[src/rtl/ltd_pkg.sv]
package ltd_pkg;

  localparam int SLOTS_DEF       = 16;
  localparam int TICKET_BITS_DEF = 10;

  localparam int CMD_W       = 2;
  localparam int SLOT_W      = 4;
  localparam int TICKET_W    = 10;
  localparam int RAND_W      = 16;
  localparam int TOTAL_W     = 14;
  localparam int BC_W        = $clog2(RAND_W + 1);
  localparam int IN_TDATA_W  = 32;
  localparam int OUT_TDATA_W = 40;

  localparam logic [CMD_W-1:0] CMD_WRITE = 2'd0;
  localparam logic [CMD_W-1:0] CMD_CLEAR = 2'd1;
  localparam logic [CMD_W-1:0] CMD_DRAW  = 2'd2;
  localparam logic [CMD_W-1:0] CMD_NOP   = 2'd3;

  typedef struct packed {
    logic accept;
    logic start;
    logic step;
    logic scan;
    logic mod_start;
    logic mod_step;
    logic load_out;
  } ltd_cmd_t;

  typedef struct packed {
    logic pass_done;
    logic mod_done;
  } ltd_sts_t;

endpackage

[src/rtl/lottery_ticket_draw.sv]
// Lottery scheduler over a ring of task slots.
// Requests enter on the in_ channel: in_tuser carries the command (write a slot,
// clear all served marks, draw, or no operation) and in_tdata the slot fields
// and the random value. Every request yields exactly one result on the out_
// channel, with the winner and draw figures in out_tdata and the not-found flag
// in out_tuser.
// A write, clear or no-op request goes straight to the done state on acceptance.
// A draw makes one pass over the ticket memory to total the eligible tickets,
// runs a 16-step remainder unit, then makes a second circular pass from the
// current position that stops at the winner.
// The single read port of the ticket memory sets the length of both passes.
// One request is worked on at a time; the next one is taken while the previous
// result waits in the output register.
// If the receiver stalls, the finished result holds in the output register and
// a following result waits inside the block until that register is taken.
// Reset clears all slot flags, the served marks and the current position.
module lottery_ticket_draw #(
  parameter int SLOTS       = ltd_pkg::SLOTS_DEF,
  parameter int TICKET_BITS = ltd_pkg::TICKET_BITS_DEF
) (
  input  logic                               clk,
  input  logic                               rst_n,
  input  logic                               in_tvalid,
  output logic                               in_tready,
  // slot, ticket_count, uses_lottery, occupied, random_value
  input  logic [ltd_pkg::IN_TDATA_W-1:0]     in_tdata,
  // command
  input  logic [ltd_pkg::CMD_W-1:0]          in_tuser,
  output logic                               out_tvalid,
  input  logic                               out_tready,
  // winner_slot, found, ticket_total, winning_ticket, zero fill
  output logic [ltd_pkg::OUT_TDATA_W-1:0]    out_tdata,
  // status
  output logic                               out_tuser
);

  ltd_pkg::ltd_cmd_t cmd;
  ltd_pkg::ltd_sts_t sts;

  logic [ltd_pkg::SLOT_W-1:0]  winner_slot;
  logic                        found;
  logic [ltd_pkg::TOTAL_W-1:0] ticket_total;
  logic [ltd_pkg::TOTAL_W-1:0] winning_ticket;
  logic                        status;

  ltd_ctrl u_ctrl (
    .clk        (clk),
    .rst_n      (rst_n),
    .in_tvalid  (in_tvalid),
    .is_draw    (in_tuser == ltd_pkg::CMD_DRAW),
    .out_tready (out_tready),
    .sts        (sts),
    .cmd        (cmd),
    .in_tready  (in_tready),
    .out_tvalid (out_tvalid)
  );

  ltd_dp #(
    .SLOTS       (SLOTS),
    .TICKET_BITS (TICKET_BITS)
  ) u_dp (
    .clk            (clk),
    .rst_n          (rst_n),
    .cmd            (cmd),
    .sts            (sts),
    .command        (in_tuser),
    .slot           (in_tdata[3:0]),
    .ticket_count   (in_tdata[13:4]),
    .uses_lottery   (in_tdata[14]),
    .occupied       (in_tdata[15]),
    .random_value   (in_tdata[31:16]),
    .winner_slot    (winner_slot),
    .found          (found),
    .ticket_total   (ticket_total),
    .winning_ticket (winning_ticket),
    .status         (status)
  );

  assign out_tdata = {7'd0, winning_ticket, ticket_total, found, winner_slot};
  assign out_tuser = status;

endmodule

[src/rtl/ltd_dp.sv]
module ltd_dp #(
  parameter int SLOTS       = ltd_pkg::SLOTS_DEF,
  parameter int TICKET_BITS = ltd_pkg::TICKET_BITS_DEF
) (
  input  logic                           clk,
  input  logic                           rst_n,
  input  ltd_pkg::ltd_cmd_t              cmd,
  output ltd_pkg::ltd_sts_t              sts,
  input  logic [ltd_pkg::CMD_W-1:0]      command,
  input  logic [ltd_pkg::SLOT_W-1:0]     slot,
  input  logic [ltd_pkg::TICKET_W-1:0]   ticket_count,
  input  logic                           uses_lottery,
  input  logic                           occupied,
  input  logic [ltd_pkg::RAND_W-1:0]     random_value,
  output logic [ltd_pkg::SLOT_W-1:0]     winner_slot,
  output logic                           found,
  output logic [ltd_pkg::TOTAL_W-1:0]    ticket_total,
  output logic [ltd_pkg::TOTAL_W-1:0]    winning_ticket,
  output logic                           status
);

  localparam int IDX_W = $clog2(SLOTS);
  localparam int CNT_W = $clog2(SLOTS + 1);
  localparam int SUM_W = TICKET_BITS + IDX_W;
  localparam int CMP_W = (SUM_W > ltd_pkg::RAND_W) ? SUM_W : ltd_pkg::RAND_W;
  localparam int SW    = (IDX_W > ltd_pkg::SLOT_W) ? IDX_W : ltd_pkg::SLOT_W;
  localparam int TW    = (TICKET_BITS > ltd_pkg::TICKET_W) ? TICKET_BITS : ltd_pkg::TICKET_W;

  logic [TICKET_BITS-1:0] mem [SLOTS];
  logic [TICKET_BITS-1:0] rdata_r;

  logic [SLOTS-1:0] valid_r;
  logic [SLOTS-1:0] lot_r;
  logic [SLOTS-1:0] recent_r;
  logic [SLOTS-1:0] elig;

  logic [IDX_W-1:0]          pos_r;
  logic [IDX_W-1:0]          idx_r;
  logic [IDX_W-1:0]          idx_inc;
  logic [IDX_W-1:0]          di_r;
  logic                      dv_r;
  logic [CNT_W-1:0]          iss_r;
  logic [SUM_W-1:0]          acc_r;
  logic [SUM_W-1:0]          total_r;
  logic [CMP_W-1:0]          rem_r;
  logic [ltd_pkg::RAND_W-1:0] rnd_r;
  logic [ltd_pkg::BC_W-1:0]  bcnt_r;
  logic                      found_r;
  logic                      draw_r;

  logic [ltd_pkg::SLOT_W-1:0]  winner_r;
  logic                        found_out_r;
  logic [ltd_pkg::TOTAL_W-1:0] total_out_r;
  logic [ltd_pkg::TOTAL_W-1:0] win_out_r;
  logic                        status_r;

  logic [SW-1:0]          slot_ext;
  logic [IDX_W-1:0]       wr_addr;
  logic                   wr_ok;
  logic [TW-1:0]          tk_ext;
  logic [TICKET_BITS-1:0] wr_tk;
  logic                   is_wr;
  logic                   is_clr;
  logic                   issue;
  logic                   take;
  logic                   hit;
  logic [SUM_W:0]         acc_add;
  logic [CMP_W:0]         trial;
  logic [CMP_W:0]         tot_ext;
  logic [CMP_W:0]         diff;
  logic                   ge;
  logic [SW-1:0]          pos_ext;
  logic [CMP_W-1:0]       total_ext;

  always_comb begin
    slot_ext  = SW'(slot);
    wr_addr   = slot_ext[IDX_W-1:0];
    wr_ok     = {1'b0, slot_ext} < (SW + 1)'(SLOTS);
    tk_ext    = TW'(ticket_count);
    wr_tk     = tk_ext[TICKET_BITS-1:0];
    is_wr     = cmd.accept && (command == ltd_pkg::CMD_WRITE);
    is_clr    = cmd.accept && (command == ltd_pkg::CMD_CLEAR);
    elig      = valid_r & lot_r & ~recent_r;
    idx_inc   = (idx_r == IDX_W'(SLOTS - 1)) ? '0 : idx_r + 1'b1;
    issue     = cmd.step && (iss_r != CNT_W'(SLOTS)) && !found_r;
    take      = cmd.step && dv_r && elig[di_r] && !found_r;
    acc_add   = {1'b0, acc_r} + (SUM_W + 1)'(rdata_r);
    hit       = cmd.scan && ((CMP_W + 1)'(rem_r) < (CMP_W + 1)'(acc_add));
    trial     = {rem_r, rnd_r[ltd_pkg::RAND_W-1]};
    tot_ext   = (CMP_W + 1)'(total_r);
    ge        = trial >= tot_ext;
    diff      = trial - tot_ext;
    pos_ext   = SW'(pos_r);
    total_ext = CMP_W'(total_r);
  end

  assign sts.pass_done = found_r || ((iss_r == CNT_W'(SLOTS)) && !dv_r);
  assign sts.mod_done  = bcnt_r == ltd_pkg::BC_W'(ltd_pkg::RAND_W);

  always_ff @(posedge clk) begin
    if (is_wr && wr_ok) begin
      mem[wr_addr] <= wr_tk;
    end
    rdata_r <= mem[idx_r];
  end

  always_ff @(posedge clk) begin
    if (!rst_n) begin
      valid_r  <= '0;
      lot_r    <= '0;
      recent_r <= '0;
      pos_r    <= '0;
      dv_r     <= 1'b0;
      found_r  <= 1'b0;
      draw_r   <= 1'b0;
    end else begin
      if (is_wr && wr_ok) begin
        valid_r[wr_addr] <= occupied;
        lot_r[wr_addr]   <= uses_lottery;
      end
      if (is_clr) begin
        recent_r <= '0;
      end
      if (cmd.accept) begin
        draw_r <= command == ltd_pkg::CMD_DRAW;
      end
      if (cmd.start) begin
        dv_r    <= 1'b0;
        found_r <= 1'b0;
      end else if (cmd.step) begin
        dv_r <= issue;
        if (take && hit) begin
          found_r        <= 1'b1;
          pos_r          <= di_r;
          recent_r[di_r] <= 1'b1;
        end
      end
    end
  end

  always_ff @(posedge clk) begin
    if (cmd.start) begin
      idx_r <= pos_r;
      iss_r <= '0;
      acc_r <= '0;
    end else if (cmd.step) begin
      if (issue) begin
        di_r  <= idx_r;
        idx_r <= idx_inc;
        iss_r <= iss_r + 1'b1;
      end
      if (take && !hit) begin
        acc_r <= acc_add[SUM_W-1:0];
      end
    end
    if (cmd.accept) begin
      rnd_r <= random_value;
    end
    if (cmd.mod_start) begin
      total_r <= (acc_r == '0) ? SUM_W'(1) : acc_r;
      rem_r   <= '0;
      bcnt_r  <= '0;
    end else if (cmd.mod_step) begin
      rnd_r  <= rnd_r << 1;
      rem_r  <= ge ? diff[CMP_W-1:0] : trial[CMP_W-1:0];
      bcnt_r <= bcnt_r + 1'b1;
    end
    if (cmd.load_out) begin
      winner_r    <= pos_ext[ltd_pkg::SLOT_W-1:0];
      found_out_r <= draw_r && found_r;
      total_out_r <= draw_r ? total_ext[ltd_pkg::TOTAL_W-1:0] : '0;
      win_out_r   <= draw_r ? rem_r[ltd_pkg::TOTAL_W-1:0] : '0;
      status_r    <= draw_r && !found_r;
    end
  end

  assign winner_slot    = winner_r;
  assign found          = found_out_r;
  assign ticket_total   = total_out_r;
  assign winning_ticket = win_out_r;
  assign status         = status_r;

  a_winner_marked: assert property (@(posedge clk) disable iff (!rst_n)
    $rose(found_r) |-> recent_r[pos_r])
    else $error("winning slot was not marked as served");

  a_total_nonzero: assert property (@(posedge clk) disable iff (!rst_n)
    cmd.mod_step |-> (total_r != '0))
    else $error("remainder step with a zero divisor");

endmodule

[src/rtl/ltd_ctrl.sv]
module ltd_ctrl (
  input  logic              clk,
  input  logic              rst_n,
  input  logic              in_tvalid,
  input  logic              is_draw,
  input  logic              out_tready,
  input  ltd_pkg::ltd_sts_t sts,
  output ltd_pkg::ltd_cmd_t cmd,
  output logic              in_tready,
  output logic              out_tvalid
);

  typedef enum logic [2:0] {
    S_IDLE,
    S_SUM,
    S_MOD,
    S_SCAN,
    S_DONE
  } state_t;

  state_t state_r;
  state_t state_nxt;
  logic   in_tready_r;
  logic   out_tvalid_r;
  logic   fire;

  assign fire = in_tvalid && in_tready_r;

  always_comb begin
    cmd           = '0;
    cmd.accept    = fire;
    cmd.scan      = state_r == S_SCAN;
    state_nxt     = state_r;
    case (state_r)
      S_IDLE: begin
        if (fire) begin
          if (is_draw) begin
            cmd.start = 1'b1;
            state_nxt = S_SUM;
          end else begin
            state_nxt = S_DONE;
          end
        end
      end
      S_SUM: begin
        if (sts.pass_done) begin
          cmd.mod_start = 1'b1;
          state_nxt     = S_MOD;
        end else begin
          cmd.step = 1'b1;
        end
      end
      S_MOD: begin
        if (sts.mod_done) begin
          cmd.start = 1'b1;
          state_nxt = S_SCAN;
        end else begin
          cmd.mod_step = 1'b1;
        end
      end
      S_SCAN: begin
        if (sts.pass_done) begin
          state_nxt = S_DONE;
        end else begin
          cmd.step = 1'b1;
        end
      end
      S_DONE: begin
        if (!out_tvalid_r || out_tready) begin
          cmd.load_out = 1'b1;
          state_nxt    = S_IDLE;
        end
      end
      default: begin
        state_nxt = S_IDLE;
      end
    endcase
  end

  always_ff @(posedge clk) begin
    if (!rst_n) begin
      state_r      <= S_IDLE;
      in_tready_r  <= 1'b1;
      out_tvalid_r <= 1'b0;
    end else begin
      state_r     <= state_nxt;
      in_tready_r <= state_nxt == S_IDLE;
      if (cmd.load_out) begin
        out_tvalid_r <= 1'b1;
      end else if (out_tready) begin
        out_tvalid_r <= 1'b0;
      end
    end
  end

  assign in_tready  = in_tready_r;
  assign out_tvalid = out_tvalid_r;

  a_ready_idle: assert property (@(posedge clk) disable iff (!rst_n)
    in_tready_r == (state_r == S_IDLE))
    else $error("input ready out of step with the idle state");

  a_load_valid: assert property (@(posedge clk) disable iff (!rst_n)
    cmd.load_out |=> out_tvalid_r)
    else $error("loaded result not presented");

  a_nondraw_done: assert property (@(posedge clk) disable iff (!rst_n)
    (fire && !is_draw) |=> (state_r == S_DONE))
    else $error("non-draw request did not go straight to completion");

endmodule
[config.mk]
export PLATFORM = sky130hd
export DESIGN_NAME = lottery_ticket_draw
export DESIGN_NICKNAME = d
export VERILOG_FILES = /design/src/rtl/ltd_pkg.sv /design/src/rtl/lottery_ticket_draw.sv /design/src/rtl/ltd_dp.sv /design/src/rtl/ltd_ctrl.sv
export SDC_FILE = /design/constraint.sdc
export NUM_CORES = 1
export LEC_CHECK = 0
export ABC_AREA = 1
export CORE_MARGIN = 10
export CORE_UTILIZATION = 50
export DETAILED_ROUTE_END_ITERATION = 7
export DONT_BUFFER_PORTS = 1
export PLACE_DENSITY = 0.68
export SLEW_MARGIN = 20
export SYNTH_ARGS = -nofsm -noshare
export SYNTH_HDL_FRONTEND = slang
export SYNTH_SLANG_ARGS = --single-unit
[constraint.sdc]
create_clock -name clk -period 2.85 [get_ports clk]
set_input_delay 0.57 -clock clk [delete_from_list [all_inputs] [get_ports clk]]
set_output_delay 0.57 -clock clk [all_outputs]
set_load 0.005 [all_outputs]
-- Yosys cells after proc, flatten, opt, wreduce, memory -nomap -nowiden
Memories as Yosys holds them, arrays and structs flattened. A register that Yosys moved wholly into a read port is not among the register bits.
Index checks and enable logic that the tools add are counted.
- output and inout port bits: 43
- memories kept: 1
- ROM bits: 0
- word-level logic and storage cells: 132
- input port bits: 38
- register bits after elaboration: 172
- bits in writable memories: 160
- bits in latches: 0
- eq/ne operators: 10
- order comparisons: 6
- bitwise gates (word level): 6
- divide/modulo/power cells: 0
- add/sub/neg operators: 5
- multipliers: 0
- shift-type cells: 0
- mux-type cells: 44
- reductions and logical operators: 37
- memory list (name ; words ; width ; rd ports ; clocked after memory_dff ; write ports ; line ; text):
    u_dp.mem ; 16 ; 10 ; 1 ; 1 ; 1 ; ltd_dp.sv:29 ; logic [TICKET_BITS-1:0] mem [SLOTS];
- operators by type and width (cell ; count):
    2-to-1 mux 16 bit ; 9
    bitwise AND 16 bit ; 2
    bitwise mux 16 bit ; 2
    2-to-1 mux 1 bit ; 18
    2-to-1 mux 3 bit ; 6
    >= comparator 17 x 14 -> 1 bit ; 1
    logical AND 1 bit ; 16
    < comparator 16 x 15 -> 1 bit ; 1
    2-to-1 mux 4 bit ; 4
    inverter 16 bit ; 1
    bitwise OR 16 bit ; 1
    subtractor 16 x 14 -> 16 bit ; 1
    adder 14 x 10 -> 15 bit ; 1
    case mux 3 bit (5 select lines) ; 1
    zero test 14 bit ; 1
    adder 5 x 1 -> 5 bit (second input constant) ; 2
    == test 5 bit (second input constant) ; 2
    < comparator 4 x 5 -> 1 bit (second input constant) ; 2
    demux 1 bit (select 4 bit) ; 2
    >= comparator 4 x 1 -> 1 bit (second input constant) ; 2
    AND reduction 2 bit ; 4
    == test 3 x 2 -> 1 bit (second input constant) ; 2
    zero test 3 bit ; 2
    AND reduction 3 bit ; 2
    other kinds (15) ; 23

-- Depth between registers and ports, before layout
- word-level depth: 12
- depth in mapped cells: 21
- mapped depth without buffers: 21

-- Modules after synthesis
From an unflattened synthesis, not the netlist that was laid out.
- cells, all modules: 1679
- area, all modules: 15591.2 um^2
- by module, submodules not included (module ; cells an instance ; area an instance (um^2) ; times used ; seq. area each (um^2)):
    ltd_dp ; 1619 ; 15220.8 ; 1 ; 8908.5
    ltd_ctrl ; 49 ; 296.5 ; 1 ; 100.1
    lottery_ticket_draw ; 11 ; 73.8 ; 1 ; 0.0

-- Worst setup path after synthesis
OpenSTA, ideal clock, no wires.
- path type: register -> register
- from: register u_dp.acc_r[2]
- to: register u_dp.acc_r[6]
- period minus slack after synthesis: 2862 ps
- arrival: 2747 ps
- buffers on the path: 1
- stages on the path, launching flop included: 22
- required time: 2735 ps
- slack: -12 ps
- library setup time: 115 ps
- path through: dfxtp_1 -> ha_1 -> a21oi_1 -> nand2_1 -> nand3_1 -> nand2_1 -> nand2_1 -> nand2_1 -> nand2_1 -> inv_1 -> nor2_1 -> inv_1 -> ha_1 -> nand2_1 -> o21a_1 -> o21ai_2 -> clkinv_1 -> nand2_2 -> buf_2 -> nand3_1 -> nand2_1 -> nor2_1
- longest elaborated chain between the ends: 6
- ends and longest elaborated chain (what ; line ; text):
    from (decl) ; ltd_dp.sv:43 ; logic [SUM_W-1:0] acc_r;
    from (signal assigned) ; ltd_dp.sv:153 ; acc_r <= acc_add[SUM_W-1:0];
    adder 14 x 10 -> 15 bit (*) ; ltd_dp.sv:87 ; acc_add = {1'b0, acc_r} + (SUM_W + 1)'(rdata_r);
    < comparator 16 x 15 -> 1 bit ; ltd_dp.sv:88 ; hit = cmd.scan && ((CMP_W + 1)'(rem_r) < (CMP_W + 1)'(acc_add));
    logical AND 1 bit ; ltd_dp.sv:88 ;
    zero test 1 bit ; ltd_dp.sv:152 ; if (take && !hit) begin
    logical AND 1 bit ; ltd_dp.sv:152 ;
    AND reduction 2 bit (no source line) ; - ;
Every way passes the cells marked *; elsewhere a longest branch is shown, timed or not.
A chain may end at the register's enable or synchronous reset.

-- Worst setup path in the final report
- from: register u_dp.acc_r[2]
- to: register u_dp.acc_r[10]
The elaborated chain is that of the path after synthesis.

==> key figures <==
Outcome
  – Status: complete, but fails checks
  – Violated checks: negative setup slack

Timing
  – Final Hold Fails: 0
  – Final-report max-slew violation count: 0
  – RSZ-0062 raised after global routing: yes
  – Final min period: 2.975 ns
  – Least-Margin Pin Slew: 0.7909 ns
  – Final period util: 104.4%
  – Final hold slack: 0.1407 ns
  – Final setup fails: 35
  – Clk_skew: 0.01199 ns
  – Worst Setup Slack, final: -0.1251 ns
  – Slew HR: 47.28%
  – Fmax: 0.3361 GHz

Floorplan
  – Chip width: 199.0 um
  – Core box area: 31560 um^2
  – Starting Density: 50.75%
  – Die area: 39580 um^2
  – I/O pin total: 81
  – FP Rows: 65
  – Height of the die: 199.0 um

Worst setup path
  – R2r endpoint: u_dp.acc_r[10]$_SDFFE_PP0P_
  – Crit path max-delay cell type: dfxtp_2
  – WP data required: 3.26 ns
  – Critical Path Start: u_dp.acc_r[2]$_SDFFE_PP0P_
  – CP endpoint kind: register
  – Critical path class: register to register
  – Slowest cell delay on critical path: 0.33 ns
  – Worst EP arrival: 3.38 ns
  – CP most frequent cell: buf_4
  – Worst path cell trace: ha_4, a21oi_4, buf_4, buf_4, nor2_1, o21ai_1, buf_4, nand3_1, nand2_1, nand2_2, ha_4, a21oi_2, o21a_1, o21ai_2, buf_6, clkinv_4, nand2_8, buf_4, nand3_1, nand2_1, nor2_1
  – Critical path peak fanout: 5
  – CP startpoint kind: register
  – FF-to-FF path depth: 21
  – Crit-path leading delay family: compound AO/OA/AOI/OAI gates
  – Worst flop-to-flop path startpoint: u_dp.acc_r[2]$_SDFFE_PP0P_
  – CP Buf/Inv Count: 6
  – FF-to-FF setup slack: -0.13 ns

Logic synthesis
  – #FFs+latches synth: 342
  – Main combinational cell family by area after synthesis: simple AND/OR/NAND/NOR gates
  – Ys Warns: 0
  – Syn Area/Cell: 9.304 um^2
  – Mapped cell area: 16010 um^2
  – Synth Area in Adders: 3.610%
  – Mux contribution to synthesized area: 2.500%
  – Post-Synth Simple-Gate Area: 17.48%
  – Compound-cell area share of the yosys netlist: 11.03%
  – Synth Instances: 1721
  – Synth cell types: 48
  – XOR/XNOR Fraction of Synth Area: 0.9298%
  – Sequential area share after synthesis: 56.26%

Clocking
  – Longest Clk Path Bufs: 3
  – H-tree Lvls: 2
  – Clock Latency Late Sink: 0.52 ns
  – Reg clk slew, reported paths: 0.06 ns
  – # hold bufs at CTS: 0
  – TritonCTS buffer count: 37
  – CTS Root Cell: clkbuf_16
  – CTS tree: done
  – TritonCTS Sinks: 342

Layout
  – Layout cells sized above 1: 16.03%
  – Syn-to-layout area delta: 16.92%
  – Seq. cell area: 9017 um^2
  – Fillcell total: 2557
  – Final non-filler cell total: 2211
  – Multi-input gate area: 6195 um^2
  – Nets: 1864
  – Antenna fix cells: 0

Detailed routing
  – Vias per cell: 5.328
  – WL met2: 18.30 mm
  – Drt pass-1 iters: 6
  – Drt wl/cell: 16.99 um
  – Met1 WL: 16.48 mm
  – Top sig layer: met4
  – Drt first-iter violations: 738
  – Vias: 11780
  – Wire length on met3: 1.842 mm
  – # DRC: 0
  – ANT nets after route: 0
  – Total length of routed wires: 37.56 mm

Placement
  – PortBufs: 0
  – GPL Wtd Cong: 0.9279
  – Pre-CTS setup slack: -0.2401 ns
  – Hpwl dp: 25.37 mm
  – Placed cells: 2121

Pwr
  – Register share of total power: 49.3%
  – Int Power: 8.539 mW
  – Psw: 2.682 mW
  – Lkg Pwr: 7.773 nW
  – Comb pwr share: 10.1%
  – Power per cell area: 599.3 nW/um^2
  – Clock power share: 40.6%
  – Sw frac: 23.90%
  – Max VDD drop: 0.5574 mV

GRT
  – Initial antenna violation count: 0
  – Largest net degree at the start of global routing: 44
  – Grt ovf: 0
  – Total track usage: 18.61%
  – Vias in the first global route: 11360
  – Global-route wire length before repair: 59.51 mm

Worst hold path
  – Hold Crit Class: primary input to register
  – Hold depth: 0
  – HP Start: in_tdata[5]
  – Hold Path End: u_dp.mem[6][1]$_DFFE_PP_

Job
  – Max_cap viols: 0
[power by group through the flow]
stage	combinational, mW	clock (mW)	sequential (mW)
2_1_floorplan	0.702	0	5.59
3_3_place_gp	0.924	0	5.62
3_5_place_dp	0.949	0	5.63
4_1_cts	1.08	4.63	5.53
5_1_grt	1.26	4.86	5.55
6_report	1.13	4.55	5.53
[flip-flops by register name, summed over array words and instances (netlist names), 3 cells and up]
| signal | cells |
|---|---|
| u_dp.lot_r | 16 |
| u_dp.idx_r | 4 |
| u_dp.winner_slot | 4 |
| u_dp.rnd_r | 16 |
| u_dp.di_r | 4 |
| u_dp.iss_r | 5 |
| u_dp.rem_r | 16 |
| u_dp.ticket_total | 14 |
| u_dp.valid_r | 16 |
| u_dp.acc_r | 14 |
| u_dp.bcnt_r | 5 |
| u_dp.mem | 160 |
| u_dp.total_r | 14 |
| u_dp.pos_ext | 4 |
| u_dp.recent_r | 16 |
| u_dp.rdata_r | 10 |
| u_dp.winning_ticket | 14 |
| u_ctrl.state_r | 3 |
[layout make-up]
class / instances / area share, %
Clock buffer: 47 / 5.253
Clock inverter: 20 / 0.9022
Tap cell: 402 / 2.686
Inverter: 233 / 4.698
Multi-Input combinational cell: 1064 / 33.09
Timing Repair Buffer: 103 / 5.212
Sequential cell: 342 / 48.16
[how the worst max path moves through the flow]
stage | end | slack [ns] | depth (start not counted)
2_1_floorplan | u_dp.acc_r[6]$_SDFFE_PP0P_ | 0.02 | 21
3_3_place_gp | u_dp.pos_ext[1]$_SDFFE_PN0P_ | -0.16 | 16
3_5_place_dp | u_dp.pos_ext[3]$_SDFFE_PN0P_ | -0.24 | 16
4_1_cts | u_dp.recent_r[12]$_SDFF_PN0_ | -0.03 | 17
5_1_grt | u_dp.acc_r[0]$_SDFFE_PP0P_ | -0.29 | 20
6_report | u_dp.acc_r[10]$_SDFFE_PP0P_ | -0.13 | 21
[timing repair]
action,CTS,global route
buffers inserted,20,1
pin swaps,28,20
gates cloned,4,0
setup endpoints to repair,35,35
resized for setup,71,34
endpoints found under the hold margin,0,0
[cell usage after synthesis (all sizes together)]
| cell type | count | area [um^2] |
|---|---|---|
| nor3b | 1 | 7.510 |
| a21oi | 119 | 681.9 |
| edfxtp | 216 | 6486 |
| nand2 | 318 | 1206 |
| o211ai | 40 | 300.3 |
| o21ai | 115 | 579.3 |
| a211oi | 2 | 15.01 |
| nor4 | 2 | 12.51 |
| xnor2 | 9 | 78.83 |
| buf | 36 | 239.0 |
| conb | 1 | 3.750 |
| xor2 | 8 | 70.07 |
| a21o | 3 | 22.52 |
| inv | 230 | 863.3 |
| and2 | 2 | 12.51 |
| o21a | 2 | 15.01 |
| a41o | 1 | 10.01 |
| ha | 43 | 538.0 |
| dfxtp | 126 | 2522 |
| nand3 | 111 | 645.6 |
| a31oi | 16 | 100.1 |
| a22oi | 1 | 7.510 |
| fa | 2 | 40.04 |
| nand3b | 2 | 15.01 |
| clkbuf | 52 | 195.2 |
| mux2i | 40 | 400.4 |
| o21bai | 3 | 26.27 |
| nor2 | 190 | 730.7 |
| a21boi | 1 | 7.510 |
| clkinv | 3 | 11.26 |
| nor3 | 11 | 75.07 |
| nand4 | 15 | 93.84 |
[logic make-up (layout without fill, tap and decap cells)]
group | count (synthesis) | count (layout)
simple gates | 652 | 652
flops | 342 | 342
buf+inv | 321 | 403
compound gates | 303 | 303
fa+ha+maj | 45 | 45
mux | 40 | 40
xor+xnor | 17 | 17
other cells | 1 | 7
[through the flow]
stage          TNS [ns]  total power [mW]  area, um^2  util [%]
5_1_grt          -8.537             11.67       18720     59.33
6_report         -3.205             11.22       18720     59.33
3_3_place_gp     -3.530             6.548       16770     53.16
4_1_cts         -0.1257             11.24       18560     58.82
3_5_place_dp     -6.348             6.575       16770     53.16
2_1_floorplan         0             6.295       16040         -
[metal layers]
metal  vias up  GRT usage (%)
li1       5842              -
met1      5581          23.83
met2       291          31.98
met3        66          2.653
met4         0          5.482
met5         -              0
[cells in the final DEF (no fill, tap or decap), types with 6 or more instances in the layout]
master / netlist / final
a21oi_1: 100 / 89
o21ai_1: 10 / 11
inv_1: 223 / 219
a21oi_4: 2 / 7
a31oi_1: 16 / 16
nor2_2: 4 / 6
nand2_2: 5 / 18
xor2_1: 8 / 6
inv_2: 7 / 11
clkbuf_16: 0 / 37
buf_6: 2 / 6
clkinv_1: 3 / 9
o211ai_1: 40 / 40
clkbuf_1: 52 / 8
xnor2_1: 9 / 7
buf_4: 11 / 85
ha_4: 0 / 13
edfxtp_1: 216 / 216
dfxtp_1: 126 / 119
mux2i_1: 40 / 40
nor3_1: 7 / 6
conb_1: 1 / 7
buf_12: 1 / 8
nand3_1: 93 / 82
a21oi_2: 17 / 23
clkinv_2: 0 / 6
dfxtp_2: 0 / 7
nand4_1: 15 / 15
nand3_2: 18 / 25
ha_1: 43 / 30
nor2_1: 185 / 180
nand2_1: 313 / 297
o21ai_0: 104 / 102
No activity file was read; power rests on OpenSTA's default activity.
